$ cat config.mk
export PLATFORM = sky130hd
export DESIGN_NAME = stepper_position_homing_controller
export DESIGN_NICKNAME = d
export VERILOG_FILES = /design/src/sv/sphc_pkg.sv /design/src/sv/sphc_cfg.sv /design/src/sv/sphc_pos.sv /design/src/sv/sphc_ctrl.sv /design/src/sv/stepper_position_homing_controller.sv
export SDC_FILE = /design/constraint.sdc
export NUM_CORES = 1
export LEC_CHECK = 0
export ABC_CLOCK_PERIOD_IN_PS = 9000
export CORE_UTILIZATION = 64
export CTS_BUF_LIST = sky130_fd_sc_hd__clkbuf_8
export CTS_CLUSTER_DIAMETER = 150
export DETAILED_ROUTE_END_ITERATION = 7
export DONT_BUFFER_PORTS = 1
export HOLD_SLACK_MARGIN = 0.1
export PLACE_DENSITY_LB_ADDON = 0.1
export SLEW_MARGIN = 5
export SYNTH_ARGS = -nofsm -noshare
export SYNTH_HDL_FRONTEND = slang
export SYNTH_SLANG_ARGS = --single-unit
$ cat constraint.sdc
create_clock -name clk -period 9 [get_ports clk]
set_clock_uncertainty 0.1 [all_clocks]
set_input_delay 1.35 -clock clk [delete_from_list [all_inputs] [get_ports clk]]
set_output_delay 1.35 -clock clk [all_outputs]
set_load 0.01 [all_outputs]
$ cat src/sv/sphc_pkg.sv
// Package with the shared types, register indexes and reset values of the stepper controller.
`timescale 1ns / 1ps
package sphc_pkg;

	localparam int CfgIndexBits = 3;
	localparam int CfgDataBits  = 32;
	localparam int IntervalBits = 24;
	localparam int PulseBits    = 8;
	localparam int GapBits      = 16;
	localparam int TimeoutBits  = 32;
	localparam int PulseTmrBits = 16;
	localparam int MaxAngleBits = 12;

	typedef enum logic [CfgIndexBits-1:0] {
		CFG_STEP_PERIOD    = 3'd0,
		CFG_PULSE_LEN      = 3'd1,
		CFG_HOMING_GAP     = 3'd2,
		CFG_HOMING_TIMEOUT = 3'd3,
		CFG_ANGLE_LIMIT    = 3'd4,
		CFG_REVERSE        = 3'd5
	} cfg_index_t;

	localparam logic [IntervalBits-1:0] RST_STEP_PERIOD    = 24'd8000;
	localparam logic [PulseBits-1:0]    RST_PULSE_LEN      = 8'd10;
	localparam logic [GapBits-1:0]      RST_HOMING_GAP     = 16'd2000;
	localparam logic [TimeoutBits-1:0]  RST_HOMING_TIMEOUT = 32'd5000000;
	localparam logic [MaxAngleBits-1:0] RST_ANGLE_LIMIT    = 12'd180;

	typedef enum logic [5:0] {
		PH_WAIT      = 6'b000001,
		PH_RUN_HIGH  = 6'b000010,
		PH_RUN_LOW   = 6'b000100,
		PH_HOME_HIGH = 6'b001000,
		PH_HOME_LOW  = 6'b010000,
		PH_HOME_GAP  = 6'b100000
	} phase_t;

	typedef struct packed {
		logic [IntervalBits-1:0] step_period;
		logic [PulseBits-1:0]    pulse_len;
		logic [GapBits-1:0]      homing_gap;
		logic [TimeoutBits-1:0]  homing_timeout;
		logic                    reverse;
	} timing_cfg_t;

	typedef struct packed {
		logic inc;
		logic dec;
		logic clr;
	} pos_cmd_t;

	typedef struct packed {
		logic step;
		logic dir;
		logic busy;
		logic failed;
	} status_t;

endpackage

$ cat src/sv/sphc_cfg.sv
// Configuration register file of the stepper controller.
`timescale 1ns / 1ps
module sphc_cfg
	import sphc_pkg::*;
#(
	parameter int ANGLE_BITS = 12
) (
	input  logic                    clk,
	input  logic                    arst_n,
	input  logic                    wr_en,
	input  logic [CfgIndexBits-1:0] wr_index,
	input  logic [CfgDataBits-1:0]  wr_data,
	output timing_cfg_t             timing,
	output logic [ANGLE_BITS-1:0]   angle_limit
);

	timing_cfg_t             timing_q;
	logic [ANGLE_BITS-1:0]   angle_limit_q;

	always_ff @(posedge clk or negedge arst_n) begin
		if (!arst_n) begin
			timing_q.step_period    <= RST_STEP_PERIOD;
			timing_q.pulse_len      <= RST_PULSE_LEN;
			timing_q.homing_gap     <= RST_HOMING_GAP;
			timing_q.homing_timeout <= RST_HOMING_TIMEOUT;
			timing_q.reverse        <= 1'b0;
			angle_limit_q           <= ANGLE_BITS'(RST_ANGLE_LIMIT);
		end else if (wr_en) begin
			case (wr_index)
				CFG_STEP_PERIOD:    timing_q.step_period    <= wr_data[IntervalBits-1:0];
				CFG_PULSE_LEN:      timing_q.pulse_len      <= wr_data[PulseBits-1:0];
				CFG_HOMING_GAP:     timing_q.homing_gap     <= wr_data[GapBits-1:0];
				CFG_HOMING_TIMEOUT: timing_q.homing_timeout <= wr_data[TimeoutBits-1:0];
				CFG_ANGLE_LIMIT:    angle_limit_q <= ANGLE_BITS'(wr_data[MaxAngleBits-1:0]);
				CFG_REVERSE:        timing_q.reverse        <= wr_data[0];
				default: begin
				end
			endcase
		end
	end

	assign timing      = timing_q;
	assign angle_limit = angle_limit_q;

endmodule

$ cat src/sv/sphc_pos.sv
// Step counter that keeps the angle as a running quotient and remainder of count*9/(5*microsteps).
`timescale 1ns / 1ps
module sphc_pos
	import sphc_pkg::*;
#(
	parameter int ANGLE_BITS = 12,
	parameter int COUNT_BITS = 16,
	parameter int MICROSTEPS = 8
) (
	input  logic                  clk,
	input  logic                  arst_n,
	input  pos_cmd_t              cmd,
	input  logic [ANGLE_BITS-1:0] angle_limit,
	output logic [ANGLE_BITS-1:0] angle_cur,
	output logic [ANGLE_BITS-1:0] angle_next
);

	localparam int DIV = 5 * MICROSTEPS;
	localparam int RW  = $clog2(DIV);
	localparam int QW  = COUNT_BITS + 1;
	localparam int CW  = (QW > ANGLE_BITS) ? QW : ANGLE_BITS;
	localparam logic [63:0] CNT_MAX = (64'd1 << COUNT_BITS) - 64'd1;
	localparam logic [63:0] Q_MAX   = (CNT_MAX * 64'd9) / 64'(DIV);
	localparam logic [63:0] R_MAX   = (CNT_MAX * 64'd9) % 64'(DIV);
	localparam int K_STEP = 9 / DIV;
	localparam int B_STEP = 9 % DIV;

	logic [COUNT_BITS-1:0] cnt_q, cnt_d;
	logic [QW-1:0]         quo_q, quo_d;
	logic [RW-1:0]         rem_q, rem_d;
	logic [RW:0]           rem_up, rem_dn;

	assign rem_up = {1'b0, rem_q} + (RW+1)'(B_STEP);
	assign rem_dn = {1'b0, rem_q} - (RW+1)'(B_STEP);

	always_comb begin
		cnt_d = cnt_q;
		quo_d = quo_q;
		rem_d = rem_q;
		if (cmd.clr) begin
			cnt_d = '0;
			quo_d = '0;
			rem_d = '0;
		end else if (cmd.inc) begin
			cnt_d = cnt_q + 1'b1;
			if (cnt_q == CNT_MAX[COUNT_BITS-1:0]) begin
				quo_d = '0;
				rem_d = '0;
			end else if (rem_up >= (RW+1)'(DIV)) begin
				rem_d = RW'(rem_up - (RW+1)'(DIV));
				quo_d = quo_q + QW'(K_STEP) + 1'b1;
			end else begin
				rem_d = rem_up[RW-1:0];
				quo_d = quo_q + QW'(K_STEP);
			end
		end else if (cmd.dec) begin
			cnt_d = cnt_q - 1'b1;
			if (cnt_q == '0) begin
				quo_d = Q_MAX[QW-1:0];
				rem_d = R_MAX[RW-1:0];
			end else if (rem_dn[RW]) begin
				rem_d = RW'(rem_dn + (RW+1)'(DIV));
				quo_d = quo_q - QW'(K_STEP) - 1'b1;
			end else begin
				rem_d = rem_dn[RW-1:0];
				quo_d = quo_q - QW'(K_STEP);
			end
		end
	end

	always_ff @(posedge clk or negedge arst_n) begin
		if (!arst_n) begin
			cnt_q <= '0;
			quo_q <= '0;
			rem_q <= '0;
		end else begin
			cnt_q <= cnt_d;
			quo_q <= quo_d;
			rem_q <= rem_d;
		end
	end

	assign angle_cur  = (CW'(quo_q) > CW'(angle_limit)) ? angle_limit : ANGLE_BITS'(quo_q);
	assign angle_next = (CW'(quo_d) > CW'(angle_limit)) ? angle_limit : ANGLE_BITS'(quo_d);

endmodule

$ cat src/sv/sphc_ctrl.sv
// Phase sequencer with the interval, pulse and homing timers of the stepper controller.
`timescale 1ns / 1ps
module sphc_ctrl
	import sphc_pkg::*;
#(
	parameter int ANGLE_BITS = 12
) (
	input  logic                  clk,
	input  logic                  arst_n,
	input  logic                  advance,
	input  logic [ANGLE_BITS-1:0] target_angle,
	input  logic                  limit_released,
	input  logic                  home_request,
	input  timing_cfg_t           timing,
	input  logic [ANGLE_BITS-1:0] angle_limit,
	input  logic [ANGLE_BITS-1:0] angle_cur,
	output pos_cmd_t              pos_cmd,
	output status_t               status
);

	phase_t                  phase_q, phase_d;
	logic [IntervalBits-1:0] itmr_q, itmr_d;
	logic [PulseTmrBits-1:0] ptmr_q, ptmr_d;
	logic [TimeoutBits-1:0]  htmr_q, htmr_d, htmr_chk;
	logic                    dir_q, dir_d;
	logic                    fail_q, fail_d;
	logic                    home_chk;
	logic                    up;
	logic [ANGLE_BITS-1:0]   tgt;
	pos_cmd_t                cmd;

	assign tgt = (target_angle > angle_limit) ? angle_limit : target_angle;
	assign up  = tgt > angle_cur;

	always_comb begin
		phase_d  = phase_q;
		itmr_d   = itmr_q;
		ptmr_d   = ptmr_q;
		htmr_d   = htmr_q;
		dir_d    = dir_q;
		fail_d   = fail_q;
		home_chk = 1'b0;
		cmd      = '0;
		if ((phase_q == PH_HOME_HIGH || phase_q == PH_HOME_LOW || phase_q == PH_HOME_GAP)
				&& htmr_q != '1) begin
			htmr_d = htmr_q + 1'b1;
		end
		htmr_chk = htmr_d;
		unique case (phase_q)
			PH_RUN_HIGH, PH_HOME_HIGH: begin
				if (ptmr_q >= PulseTmrBits'(timing.pulse_len)) begin
					phase_d = (phase_q == PH_RUN_HIGH) ? PH_RUN_LOW : PH_HOME_LOW;
					ptmr_d  = PulseTmrBits'(1);
				end else begin
					ptmr_d = ptmr_q + 1'b1;
				end
			end
			PH_RUN_LOW: begin
				if (ptmr_q >= PulseTmrBits'(timing.pulse_len)) begin
					phase_d = PH_WAIT;
					itmr_d  = '0;
				end else begin
					ptmr_d = ptmr_q + 1'b1;
				end
			end
			PH_HOME_LOW: begin
				if (ptmr_q >= PulseTmrBits'(timing.pulse_len)) begin
					if (timing.homing_gap == '0) begin
						home_chk = 1'b1;
					end else begin
						phase_d = PH_HOME_GAP;
						ptmr_d  = PulseTmrBits'(1);
					end
				end else begin
					ptmr_d = ptmr_q + 1'b1;
				end
			end
			PH_HOME_GAP: begin
				if (ptmr_q >= timing.homing_gap) begin
					home_chk = 1'b1;
				end else begin
					ptmr_d = ptmr_q + 1'b1;
				end
			end
			default: begin
				phase_d = PH_WAIT;
				if (home_request) begin
					htmr_d   = '0;
					htmr_chk = '0;
					fail_d   = 1'b0;
					home_chk = 1'b1;
				end else if (itmr_q > timing.step_period) begin
					itmr_d = '0;
					if (tgt != angle_cur) begin
						dir_d   = up ^ timing.reverse;
						cmd.inc = up;
						cmd.dec = !up;
						phase_d = PH_RUN_HIGH;
						ptmr_d  = PulseTmrBits'(1);
					end
				end else if (itmr_q != '1) begin
					itmr_d = itmr_q + 1'b1;
				end
			end
		endcase
		if (home_chk) begin
			priority if (htmr_chk >= timing.homing_timeout) begin
				fail_d  = 1'b1;
				phase_d = PH_WAIT;
				itmr_d  = '0;
			end else if (!limit_released) begin
				cmd.clr = 1'b1;
				phase_d = PH_WAIT;
				itmr_d  = '0;
			end else begin
				dir_d   = timing.reverse;
				phase_d = PH_HOME_HIGH;
				ptmr_d  = PulseTmrBits'(1);
			end
		end
	end

	always_ff @(posedge clk or negedge arst_n) begin
		if (!arst_n) begin
			phase_q <= PH_WAIT;
			itmr_q  <= '0;
			ptmr_q  <= '0;
			htmr_q  <= '0;
			dir_q   <= 1'b0;
			fail_q  <= 1'b0;
		end else if (advance) begin
			phase_q <= phase_d;
			itmr_q  <= itmr_d;
			ptmr_q  <= ptmr_d;
			htmr_q  <= htmr_d;
			dir_q   <= dir_d;
			fail_q  <= fail_d;
		end
	end

	assign pos_cmd.inc   = cmd.inc & advance;
	assign pos_cmd.dec   = cmd.dec & advance;
	assign pos_cmd.clr   = cmd.clr & advance;
	assign status.step   = (phase_d == PH_RUN_HIGH) || (phase_d == PH_HOME_HIGH);
	assign status.dir    = dir_d;
	assign status.busy   = (phase_d == PH_HOME_HIGH) || (phase_d == PH_HOME_LOW)
		|| (phase_d == PH_HOME_GAP);
	assign status.failed = fail_d;

endmodule

$ cat src/sv/stepper_position_homing_controller.sv
// Top level of the stepper step/direction position controller with limit-switch homing.
`timescale 1ns / 1ps
// Each input transaction is one timing tick and yields exactly one output transaction that
// shows the step line, direction line, clamped angle and homing status after that tick. The
// block takes one transaction per clock while the output is not stalled: a tick is held in
// an input register, the controller state is updated from it in one pass, and the result
// lands in an output register, from which it is shown on the output port. A stall on the
// output holds the result register and the tick behind it, and the input accepts again as
// soon as space frees.
// Configuration writes take effect on the next tick and are accepted in every cycle.
module stepper_position_homing_controller
	import sphc_pkg::*;
#(
	parameter int ANGLE_BITS = 12,
	parameter int COUNT_BITS = 16,
	parameter int MICROSTEPS = 8
) (
	input  logic                    clk,
	input  logic                    arst_n,
	input  logic                    s_axis_tvalid,
	output logic                    s_axis_tready,
	// Fields from bit 0: target_angle, limit_released, home_request, zero fill.
	input  logic [((ANGLE_BITS+2+7)/8)*8-1:0] s_axis_tdata,
	output logic                    m_axis_tvalid,
	input  logic                    m_axis_tready,
	// Fields from bit 0: step_out, dir_out, position_angle, homing_busy, homing_failed, zero fill.
	output logic [((ANGLE_BITS+4+7)/8)*8-1:0] m_axis_tdata,
	input  logic                    cfg_valid,
	output logic                    cfg_ready,
	input  logic [CfgIndexBits-1:0] cfg_index,
	input  logic [CfgDataBits-1:0]  cfg_data
);

	localparam int OUT_W = ((ANGLE_BITS + 4 + 7) / 8) * 8;

	logic                  valid_s1;
	logic [ANGLE_BITS-1:0] target_s1;
	logic                  limit_s1;
	logic                  req_s1;
	logic                  out_valid_q;
	logic [OUT_W-1:0]      out_data_q;
	logic                  advance;
	timing_cfg_t           timing;
	logic [ANGLE_BITS-1:0] angle_limit;
	logic [ANGLE_BITS-1:0] angle_cur;
	logic [ANGLE_BITS-1:0] angle_next;
	pos_cmd_t              pos_cmd;
	status_t               status;

	assign advance       = valid_s1 && (!out_valid_q || m_axis_tready);
	assign s_axis_tready = !valid_s1 || advance;
	assign cfg_ready     = 1'b1;

	always_ff @(posedge clk or negedge arst_n) begin
		if (!arst_n) begin
			valid_s1 <= 1'b0;
		end else if (s_axis_tready) begin
			valid_s1 <= s_axis_tvalid;
		end
	end

	always_ff @(posedge clk) begin
		if (s_axis_tready && s_axis_tvalid) begin
			target_s1 <= s_axis_tdata[ANGLE_BITS-1:0];
			limit_s1  <= s_axis_tdata[ANGLE_BITS];
			req_s1    <= s_axis_tdata[ANGLE_BITS+1];
		end
	end

	sphc_cfg #(
		.ANGLE_BITS(ANGLE_BITS)
	) u_cfg (
		.clk        (clk),
		.arst_n     (arst_n),
		.wr_en      (cfg_valid && cfg_ready),
		.wr_index   (cfg_index),
		.wr_data    (cfg_data),
		.timing     (timing),
		.angle_limit(angle_limit)
	);

	sphc_ctrl #(
		.ANGLE_BITS(ANGLE_BITS)
	) u_ctrl (
		.clk           (clk),
		.arst_n        (arst_n),
		.advance       (advance),
		.target_angle  (target_s1),
		.limit_released(limit_s1),
		.home_request  (req_s1),
		.timing        (timing),
		.angle_limit   (angle_limit),
		.angle_cur     (angle_cur),
		.pos_cmd       (pos_cmd),
		.status        (status)
	);

	sphc_pos #(
		.ANGLE_BITS(ANGLE_BITS),
		.COUNT_BITS(COUNT_BITS),
		.MICROSTEPS(MICROSTEPS)
	) u_pos (
		.clk        (clk),
		.arst_n     (arst_n),
		.cmd        (pos_cmd),
		.angle_limit(angle_limit),
		.angle_cur  (angle_cur),
		.angle_next (angle_next)
	);

	always_ff @(posedge clk or negedge arst_n) begin
		if (!arst_n) begin
			out_valid_q <= 1'b0;
		end else if (!out_valid_q || m_axis_tready) begin
			out_valid_q <= valid_s1;
		end
	end

	always_ff @(posedge clk) begin
		if (advance) begin
			out_data_q <= OUT_W'({status.failed, status.busy, angle_next, status.dir,
				status.step});
		end
	end

	assign m_axis_tvalid = out_valid_q;
	assign m_axis_tdata  = out_data_q;

endmodule

==> flow_metrics.env, run 1 <==
export IMPL_status="finished, final reports clean"
export IMPL_path_max_fanout=13
export IMPL_synth_edff_count=30
export IMPL_dieArea_mm2=0.0279
export IMPL_final_nets=2179
export IMPL_ctsHoldBuffers=0
export IMPL_ys_flop_type="dfrtp_1"
export IMPL_initial_utilization_pct=64.9
export IMPL_clockRootBuffer="clkbuf_8"
export IMPL_yosys_top_cells_area="dfrtp_1 (27%), ha_1 (11%), o21ai_0 (5.7%)"
export IMPL_drv_slew=0
export IMPL_crit_path_start="u_cfg.angle_limit[1]$_DFFE_PN0P_"
export IMPL_r2r_start="u_cfg.angle_limit[1]$_DFFE_PN0P_"
export IMPL_drc=0
export IMPL_power_internal_mw=2.23
export IMPL_vias=15300
export IMPL_power_density_mw_per_mm2=174
export IMPL_fmax_mhz=117
export IMPL_post_dp_cell_area_mm2=0.0177
export IMPL_period_share_pct=94.7
export IMPL_cts_setup_buffers=0
export IMPL_place_congestion=0.937
export IMPL_final_cell_count_no_fill=2348
export IMPL_rows=60
export IMPL_finalPower_mw=3.27
export IMPL_utilization_pct=69.9
export IMPL_maxCapViolCount=0
export IMPL_die_x_um=167
export IMPL_clk_pin_slew_ns=0.06
export IMPL_cts_tree="yes"
export IMPL_gr_total_overflow=0
export IMPL_path_common_cell="o21a_1"
export IMPL_portBuffers=0
export IMPL_synth_nets=2198
export IMPL_crit_family="compound AO/OA/AOI/OAI gates"
export IMPL_syn_inst=1988
export IMPL_antenna_found_initial=1
export IMPL_yosys_warnings=0
export IMPL_mappedNetlistArea_mm2=0.0174
export IMPL_clk_latency_ns=0.58
export IMPL_dpl_cell_count=2262
export IMPL_p_sw_share_pct=31.6
export IMPL_combPwrFrac_pct=22.0
export IMPL_synth_distinct_cells=96
export IMPL_drive_above_1_share_pct=11.6
export IMPL_fin_area_mm2=0.0188
export IMPL_worstMarginPinSlew_ns=1.33
export IMPL_path_class="flop to flop"
export IMPL_ys_seq_area_share_pct=36.1
export IMPL_vdd_drop_max_mv=0.176
export IMPL_synth_top_area_share_pct=26.8
export IMPL_fillers=2152
export IMPL_route_final_wire_length_um=46000
export IMPL_hpwlAfterDp_um=32300
export IMPL_via_per_inst=6.52
export IMPL_core_area_mm2=0.0269
export IMPL_leakage_nw=8.30
export IMPL_cpMaxStageDelayCell="nor3_2"
export IMPL_wl_per_cell_um=19.6
export IMPL_h_tree_depth=2
export IMPL_async_reset_ff_share_pct=87.7
export IMPL_hold_class="input pin to async pin"
export IMPL_grt_pass1_vias=14900
export IMPL_tns_ns=0
export IMPL_drtAntennaViolNets=0
export IMPL_power_frac_clock_pct=36.6
export IMPL_netlist_top_cell_by_area="dfrtp_1"
export IMPL_required_ns=9.22
export IMPL_area_growth_pct=7.65
export IMPL_clockBufferDepth=3
export IMPL_worst_path_buf_inv=4
export IMPL_rsz0062_at_grt="false"
export IMPL_track_usage_pct=33.3
export IMPL_firstDrtPassIters=7
export IMPL_critPathMaxStageDelay_ns=0.58
export IMPL_r2r_worst_path_cells=34
export IMPL_cp_end_kind="flop"
export IMPL_reg2reg_to="m_axis_tdata[2]$_DFFE_PP_"
export IMPL_die_h_um=167
export IMPL_synth_seq_cells=244
export IMPL_seqPwrFrac_pct=41.4
export IMPL_start_kind="flop"
export IMPL_drtIter0Drc=1153
export IMPL_pin_count=75
export IMPL_grt_max_degree=215
export IMPL_cp_arrival_ns=8.74
export IMPL_setup_viol=0
export IMPL_clock_sinks=244
export IMPL_rrSetupSlack_ns=0.48
export IMPL_slew_headroom_pct=11.0
export IMPL_cts_buffers=46
export IMPL_grt_pass1_wl_um=75200
export IMPL_power_switching_mw=1.03
export IMPL_syn_area_per_cell_um2=8.78
export IMPL_finalHoldViolations=0
export IMPL_fin_crit_ns=8.52
-- flip-flops by register name (all words and copies together), names as in the netlist --
signal,flops
limit_s1,1
m_axis_tdata,16
m_axis_tvalid,1
req_s1,1
target_s1,12
u_cfg.angle_limit,12
u_cfg.timing,81
u_ctrl.dir_q,1
u_ctrl.fail_q,1
u_ctrl.htmr_q,32
u_ctrl.itmr_q,24
u_ctrl.phase_q,6
u_ctrl.ptmr_q,16
u_pos.cnt_q,16
u_pos.quo_q,17
u_pos.rem_q,6
valid_s1,1
-- synthesized netlist by cell type (6+ instances only) --
library cell,number
and4_1,6
nor2b_1,9
a211o_1,6
and2_1,17
nand2_1,210
nor2_1,134
mux2i_1,6
mux2_2,52
nand2b_1,13
buf_2,6
nor4b_1,13
mux2_4,9
and3_1,47
a221o_1,13
nor4_1,27
nand4_1,48
dfstp_2,27
a311oi_1,15
o21a_1,15
nor3_1,45
o31ai_1,26
o21ai_1,11
xor2_1,24
or4_1,10
clkbuf_1,82
a22o_1,29
or3_1,13
xnor2_1,43
inv_1,132
ha_1,153
a31oi_1,11
o21ai_0,200
a21oi_1,104
edfxtp_1,30
nand3_1,56
o211ai_1,11
a21o_1,14
a211oi_1,23
dfrtp_1,187
o21bai_1,6
-- per-layer routing --
layer	GRT usage (%)	part of all wire (%)	vias to the layer above
li1	-	-	7238
met1	44.1	43	7401
met2	54.3	47	550
met3	5.08	6.5	119
met4	14.6	3.3	0
met5	0	0	-
-- what timing repair did --
action	CTS	global route
endpoints found under the hold margin	0	0
gates resized for setup	0	3
endpoints found under the setup margin	0	12
-- final cells by class --
| type | count | area [um^2] | share of cell area (%) |
|---|---|---|---|
| timing repair buffer | 30 | 225 | 1.20 |
| clock inverter | 23 | 180 | 0.959 |
| clock buffer | 62 | 853 | 4.54 |
| tap | 341 | 427 | 2.27 |
| inverter | 132 | 495 | 2.64 |
| sequential | 244 | 6290 | 33.5 |
| multi-input combinational | 1515 | 10300 | 54.9 |
| antenna | 1 | 2.50 | 0.0133 |
-- how the worst max path moves through the flow --
stage,endpoint,slack (ns),cells after the start
global placement,m_axis_tdata[2]$_DFFE_PP_,0.52,32
CTS,m_axis_tdata[2]$_DFFE_PP_,0.42,32
detailed placement,m_axis_tdata[2]$_DFFE_PP_,0.52,33
global route,m_axis_tdata[2]$_DFFE_PP_,0.03,32
finish,m_axis_tdata[2]$_DFFE_PP_,0.48,34
floorplan,m_axis_tdata[10]$_DFFE_PP_,1.96,34
-- metrics by stage --
step,setup slack [ns],hold WS (ns)
2_1_floorplan,1.96,0.357
3_3_place_gp,0.518,0.386
3_5_place_dp,0.521,0.393
4_1_cts,0.415,0.345
5_1_grt,0.0288,0.353
6_report,0.479,0.382
-- worst register-to-register path: cells and delay by family, from the launching register on --
kind / cells / cell delay [ns]
AOI/OAI and AO/OA: 18 / 3.57
adders and majority gates: 3 / 1.00
buffers and inverters: 4 / 0.86
DFF: 1 / 0.41
muxes: 1 / 0.40
and+or+nand+nor: 8 / 1.92
-- logic make-up (layout without fill, tap and decap cells) --
group,after synthesis,count (layout),synth area share [%]
and+or+nand+nor,683,683,19.9
AOI/OAI and AO/OA,543,543,20.1
DFF,244,244,36.1
buffers and inverters,229,247,5.10
adders and majority gates,154,154,11.1
xor gates and xnor gates,67,67,3.36
muxes,67,67,4.48
other,1,2,0.0215
-- power by group through the flow --
stage               clock (mW)  combinational, mW  sequential (mW)
floorplan                    0              0.530             1.34
global placement             0              0.669             1.36
detailed placement           0              0.701             1.37
CTS                       1.21              0.708             1.35
global route              1.26              0.809             1.37
finish                    1.20              0.719             1.35
-- cell usage in the layout (no fill, tap or decap), types with 24 or more instances in the layout --
cell type	n
nand4_1	48
dfstp_2	27
nor2_1	133
xnor2_1	43
buf_4	30
edfxtp_1	30
o21ai_0	200
a21oi_1	103
nor4_1	27
nor3_1	44
ha_1	153
a22o_1	29
xor2_1	24
nand2_1	209
dfrtp_1	187
and3_1	47
clkbuf_8	62
o31ai_1	26
inv_1	143
nand3_1	56
mux2_2	52
Note: power is estimated with default switching activity, not from simulation.
==> run 2, diff against run 1 <==
--- a/config.mk
+++ b/config.mk
@@ -7,7 +7,7 @@
 export LEC_CHECK = 0
 export ABC_CLOCK_PERIOD_IN_PS = 9000
 export CORE_UTILIZATION = 64
-export CTS_BUF_LIST = sky130_fd_sc_hd__clkbuf_8
+export CTS_BUF_LIST = sky130_fd_sc_hd__clkbuf_8 sky130_fd_sc_hd__clkbuf_16
 export CTS_CLUSTER_DIAMETER = 150
 export DETAILED_ROUTE_END_ITERATION = 7
 export DONT_BUFFER_PORTS = 1
==> flow_metrics.env, run 2 (synthesis gave the netlist of run 1 again) <==
export IMPL_status="finished, final reports clean"
export IMPL_vias=15200
export IMPL_cts_setup_buffers=0
export IMPL_fillers=2149
export IMPL_path_max_fanout=13
export IMPL_track_usage_pct=33.4
export IMPL_via_per_inst=6.58
export IMPL_ff_latch_area_mm2=0.00629
export IMPL_critPathMaxStageDelay_ns=0.58
export IMPL_slew_headroom_pct=10.8
export IMPL_h_tree_depth=1
export IMPL_seqPwrFrac_pct=40.6
export IMPL_die_h_um=167
export IMPL_place_congestion=0.937
export IMPL_path_class="flop to flop"
export IMPL_multi_input_area_mm2=0.0103
export IMPL_area_growth_pct=7.56
export IMPL_drc=0
export IMPL_wl_per_cell_um=20.0
export IMPL_portBuffers=0
export IMPL_core_area_mm2=0.0269
export IMPL_fmax_mhz=117
export IMPL_dieArea_mm2=0.0279
export IMPL_final_nets=2162
export IMPL_post_dp_cell_area_mm2=0.0177
export IMPL_finalHoldViolations=0
export IMPL_cts_buffers=29
export IMPL_clock_sinks=244
export IMPL_required_ns=9.19
export IMPL_drv_slew=0
export IMPL_clk_pin_slew_ns=0.06
export IMPL_cts_tree="yes"
export IMPL_pin_count=75
export IMPL_antennaDiodeCount=0
export IMPL_combPwrFrac_pct=21.7
export IMPL_path_common_cell="o21a_1"
export IMPL_period_share_pct=95.2
export IMPL_antenna_found_initial=1
export IMPL_clk_latency_ns=0.56
export IMPL_firstDrtPassIters=7
export IMPL_grt_pass1_wl_um=75500
export IMPL_drive_above_1_share_pct=10.5
export IMPL_die_x_um=167
export IMPL_initial_utilization_pct=64.9
export IMPL_clockRootBuffer="clkbuf_16"
export IMPL_start_kind="flop"
export IMPL_hpwlAfterDp_um=32300
export IMPL_cpMaxStageDelayCell="nor3_2"
export IMPL_final_common_cell="nand2_1"
export IMPL_power_switching_mw=1.02
export IMPL_maxCapViolCount=0
export IMPL_cp_end_kind="flop"
export IMPL_fin_area_mm2=0.0188
export IMPL_setup_viol=0
export IMPL_power_density_mw_per_mm2=177
export IMPL_gr_total_overflow=0
export IMPL_tns_ns=0
export IMPL_clockBufferDepth=3
export IMPL_power_internal_mw=2.31
export IMPL_p_sw_share_pct=30.7
export IMPL_rows=60
export IMPL_largest_reg_flops=81
export IMPL_grt_max_degree=215
export IMPL_hold_class="input pin to async pin"
export IMPL_leakage_nw=8.25
export IMPL_fin_crit_ns=8.57
export IMPL_vdd_drop_max_mv=0.185
export IMPL_route_final_wire_length_um=46300
export IMPL_drtAntennaViolNets=0
export IMPL_grt_pass1_vias=14800
export IMPL_drtIter0Drc=1337
export IMPL_power_frac_clock_pct=37.7
export IMPL_final_cell_mix="nand2_1 (209), o21ai_0 (200), dfrtp_1 (187), ha_1 (153), inv_1 (137)"
export IMPL_cp_arrival_ns=8.76
export IMPL_worstMarginPinSlew_ns=1.33
## run 2: cell types whose count changed in the layout (fill, tap and decap cells not counted)
cell / previous run / this run
bufinv_16: 3 / 6
clkbuf_8: 62 / 2
inv_6: 0 / 1
clkbuf_16: 0 / 29
inv_1: 143 / 137
diode_2: 1 / 0
clkinv_2: 6 / 8
## run 2: worst paths after layout
kind	startpoint	to	slack, ns	cells past startpoint
max in group asynchronous	arst_n	u_cfg.timing[23]$_DFFE_PN1P_	8.10	0
min in group clk	u_cfg.timing[67]$_DFFE_PN1P_	u_cfg.timing[67]$_DFFE_PN1P_	0.41	2
hold / removal	arst_n	u_cfg.timing[44]$_DFFE_PN0P_	0.39	0
hold reg to reg	u_cfg.timing[67]$_DFFE_PN1P_	u_cfg.timing[67]$_DFFE_PN1P_	0.41	2
setup / recovery	u_cfg.angle_limit[1]$_DFFE_PN0P_	m_axis_tdata[2]$_DFFE_PP_	0.43	34
setup reg to reg	u_cfg.angle_limit[1]$_DFFE_PN0P_	m_axis_tdata[2]$_DFFE_PP_	0.43	34
## run 2: power by group through the flow
stage / Combinational (mW) / Sequential [mW] / Clock, mW
after global routing: 0.811 / 1.37 / 1.31
after CTS: 0.710 / 1.35 / 1.27
after floorplan: 0.530 / 1.34 / 0
after detailed placement: 0.701 / 1.37 / 0
final: 0.722 / 1.35 / 1.25
after global placement: 0.669 / 1.36 / 0
## run 2: repair_timing
action	CTS	global route
endpoints found under the setup margin	0	12
hold endpoints to repair	0	0
resized for setup	0	3
hold buffers	0	0
## run 2: routing by layer
metal | share of wire (%) | vias to the layer above | track usage [%]
met5 | 0 | - | 0
met4 | 3.1 | 0 | 12.2
met3 | 6.7 | 101 | 4.68
met2 | 48 | 533 | 55.7
met1 | 43 | 7409 | 44.3
li1 | - | 7201 | -
## run 2: cell type report
type,count,area share [%]
flip-flops and latches,244,33.5
clock inverters,23,1.42
clock buffers,31,4.01
multi-input cells,1515,54.9
well taps,341,2.27
repair buffers,30,1.20
inverters,132,2.64
## run 2: metrics by stage
step | utilization (%) | std cells | setup slack [ns] | power (mW) | hold slack, ns
global route | 69.8 | 2316 | -0.00322 | 3.49 | 0.367
detailed placement | 66.0 | 2262 | 0.521 | 2.07 | 0.393
finish | 69.8 | 2316 | 0.430 | 3.33 | 0.386
CTS | 69.8 | 2316 | 0.314 | 3.33 | 0.360
floorplan | - | 1988 | 1.96 | 1.87 | 0.357
global placement | 66.0 | 2262 | 0.518 | 2.03 | 0.386
## run 2: critical path, delay by kind of cell, from the launching register on
kind | cells | cell delay, ns
AO/OA/AOI/OAI | 18 | 3.59
AND/OR/NAND/NOR | 8 | 1.92
adder cells (fa/ha/maj) | 3 | 0.99
buffers and inverters | 4 | 0.86
flip-flops | 1 | 0.41
multiplexers | 1 | 0.40
==> run 3, diff against run 2 <==
--- a/config.mk
+++ b/config.mk
@@ -13,6 +13,7 @@
 export DONT_BUFFER_PORTS = 1
 export HOLD_SLACK_MARGIN = 0.1
 export PLACE_DENSITY_LB_ADDON = 0.1
+export RECOVER_POWER = 100
 export SLEW_MARGIN = 5
 export SYNTH_ARGS = -nofsm -noshare
 export SYNTH_HDL_FRONTEND = slang
==> flow_metrics.env, run 3 (synthesis gave the netlist of run 1 again) <==
export IMPL_cp_arrival_ns=8.68
export IMPL_vdd_drop_max_mv=0.184
export IMPL_die_h_um=167
export IMPL_cts_buffers=29
export IMPL_h_tree_depth=1
export IMPL_multi_input_area_mm2=0.0102
export IMPL_dr_wl_met3_um=2830
export IMPL_portBuffers=0
export IMPL_final_cell_mix="nand2_1 (210), o21ai_0 (200), dfrtp_1 (187), ha_1 (153), inv_1 (137)"
export IMPL_period_share_pct=94.3
export IMPL_antennaDiodeCount=0
export IMPL_place_congestion=0.937
export IMPL_violations="max-capacitance violations, max-slew violations"
export IMPL_drv_slew=119
export IMPL_top_layer_used="met4"
export IMPL_tns_ns=0
export IMPL_maxCapViolCount=3
export IMPL_power_switching_mw=1.02
export IMPL_hpwlAfterDp_um=32300
export IMPL_final_cell_count_no_fill=2316
export IMPL_fin_crit_ns=8.49
export IMPL_fmax_mhz=118
export IMPL_ff_latch_area_mm2=0.00629
export IMPL_finalHoldViolations=0
export IMPL_critPathMaxStageDelay_ns=0.58
export IMPL_path_class="flop to flop"
export IMPL_clk_latency_ns=0.56
export IMPL_start_kind="flop"
export IMPL_initial_utilization_pct=64.9
export IMPL_clockRootBuffer="clkbuf_16"
export IMPL_fillers=2170
export IMPL_seqPwrFrac_pct=40.7
export IMPL_worstMarginPinSlew_ns=2.29
export IMPL_path_max_fanout=13
export IMPL_met2_length_um=21900
export IMPL_grt_pass1_vias=14800
export IMPL_path_common_cell="o21a_1"
export IMPL_dpl_cell_count=2262
export IMPL_track_usage_pct=33.4
export IMPL_power_density_mw_per_mm2=178
export IMPL_vias=15300
export IMPL_grt_max_degree=215
export IMPL_core_area_mm2=0.0269
export IMPL_detailedPlace_worstSlack_ns=0.521
export IMPL_area_growth_pct=7.09
export IMPL_hold_class="input pin to async pin"
export IMPL_dieArea_mm2=0.0279
export IMPL_rsz0062_at_grt="false"
export IMPL_post_dp_cell_area_mm2=0.0177
export IMPL_pin_count=75
export IMPL_status="finished, violations left"
export IMPL_fin_area_mm2=0.0187
export IMPL_drc=0
export IMPL_drtAntennaViolNets=0
export IMPL_final_nets=2162
export IMPL_wl_per_cell_um=19.9
export IMPL_p_sw_share_pct=30.6
export IMPL_rows=60
export IMPL_grt_pass1_wl_um=75500
export IMPL_leakage_nw=8.19
export IMPL_combPwrFrac_pct=21.6
export IMPL_slew_headroom_pct=-52.9
export IMPL_die_x_um=167
export IMPL_power_frac_clock_pct=37.7
export IMPL_via_per_inst=6.59
export IMPL_required_ns=9.19
export IMPL_gr_total_overflow=0
export IMPL_firstDrtPassIters=8
export IMPL_setup_viol=0
export IMPL_cp_end_kind="flop"
export IMPL_cpMaxStageDelayCell="nor3_2"
export IMPL_drive_above_1_share_pct=9.47
export IMPL_cts_tree="yes"
export IMPL_clock_sinks=244
export IMPL_route_final_wire_length_um=46100
export IMPL_largest_reg_flops=81
export IMPL_final_common_cell="nand2_1"
export IMPL_antenna_found_initial=1
export IMPL_drtIter0Drc=1296
export IMPL_clockBufferDepth=3
export IMPL_wirelength_met1_um=19900
export IMPL_clk_pin_slew_ns=0.06
export IMPL_power_internal_mw=2.30
export IMPL_setup_ws_ns=0.513
export IMPL_finalPower_mw=3.32
## run 3: final timing paths
path / end / cells after the start / start / slack [ns]
setup / recovery: m_axis_tdata[2]$_DFFE_PP_ / 34 / u_cfg.angle_limit[1]$_DFFE_PN0P_ / 0.51
hold / removal: u_cfg.timing[44]$_DFFE_PN0P_ / 0 / arst_n / 0.39
min in group clk: m_axis_tvalid$_DFFE_PN0P_ / 1 / valid_s1$_DFFE_PN0N_ / 0.40
hold reg to reg: m_axis_tvalid$_DFFE_PN0P_ / 1 / valid_s1$_DFFE_PN0N_ / 0.40
setup reg to reg: m_axis_tdata[2]$_DFFE_PP_ / 34 / u_cfg.angle_limit[1]$_DFFE_PN0P_ / 0.51
max in group asynchronous: u_cfg.timing[23]$_DFFE_PN1P_ / 0 / arst_n / 8.11
## run 3: power by group through the flow
stage	Combinational, mW	Sequential [mW]	Clock, mW
after floorplan	0.530	1.34	0
after global placement	0.669	1.36	0
after detailed placement	0.701	1.37	0
after CTS	0.710	1.35	1.27
after global routing	0.808	1.37	1.31
final	0.719	1.35	1.25
## run 3: per-stage QoR
step           utilization (%)  hold slack (ns)
2_1_floorplan                -            0.357
3_3_place_gp              66.0            0.386
3_5_place_dp              66.0            0.393
4_1_cts                   69.8            0.360
5_1_grt                   69.5            0.367
6_report                  69.5            0.386
## run 3: timing repair
action                                  4_1_cts  5_1_grt
setup buffers                                 0        0
endpoints found under the setup margin        0       12
hold buffers                                  0        0
resized for setup                             0        3
## run 3: worst max-delay path: cells and delay by family (launching register included)
kind	cells	cell delay, ns
adder cells (fa/ha/maj)	3	1.00
buffers and inverters	4	0.82
AO/OA/AOI/OAI	18	3.56
AND/OR/NAND/NOR	8	1.92
multiplexers	1	0.39
flip-flops	1	0.41
## run 3: layer usage
layer  up-vias  global-route usage [%]
li1       7198                       -
met1      7408                    44.3
met2       550                    55.7
met3       109                    4.68
met4         0                    12.2
met5         -                       0
## run 3: area by class of cell
class                           count  area share, %
Multi-Input combinational cell   1515           54.9
Sequential cell                   244           33.7
Clock buffer                       31           4.03
Inverter                          132           2.65
Tap cell                          341           2.28
Clock inverter                     23           1.43
Timing Repair Buffer               30           1.08
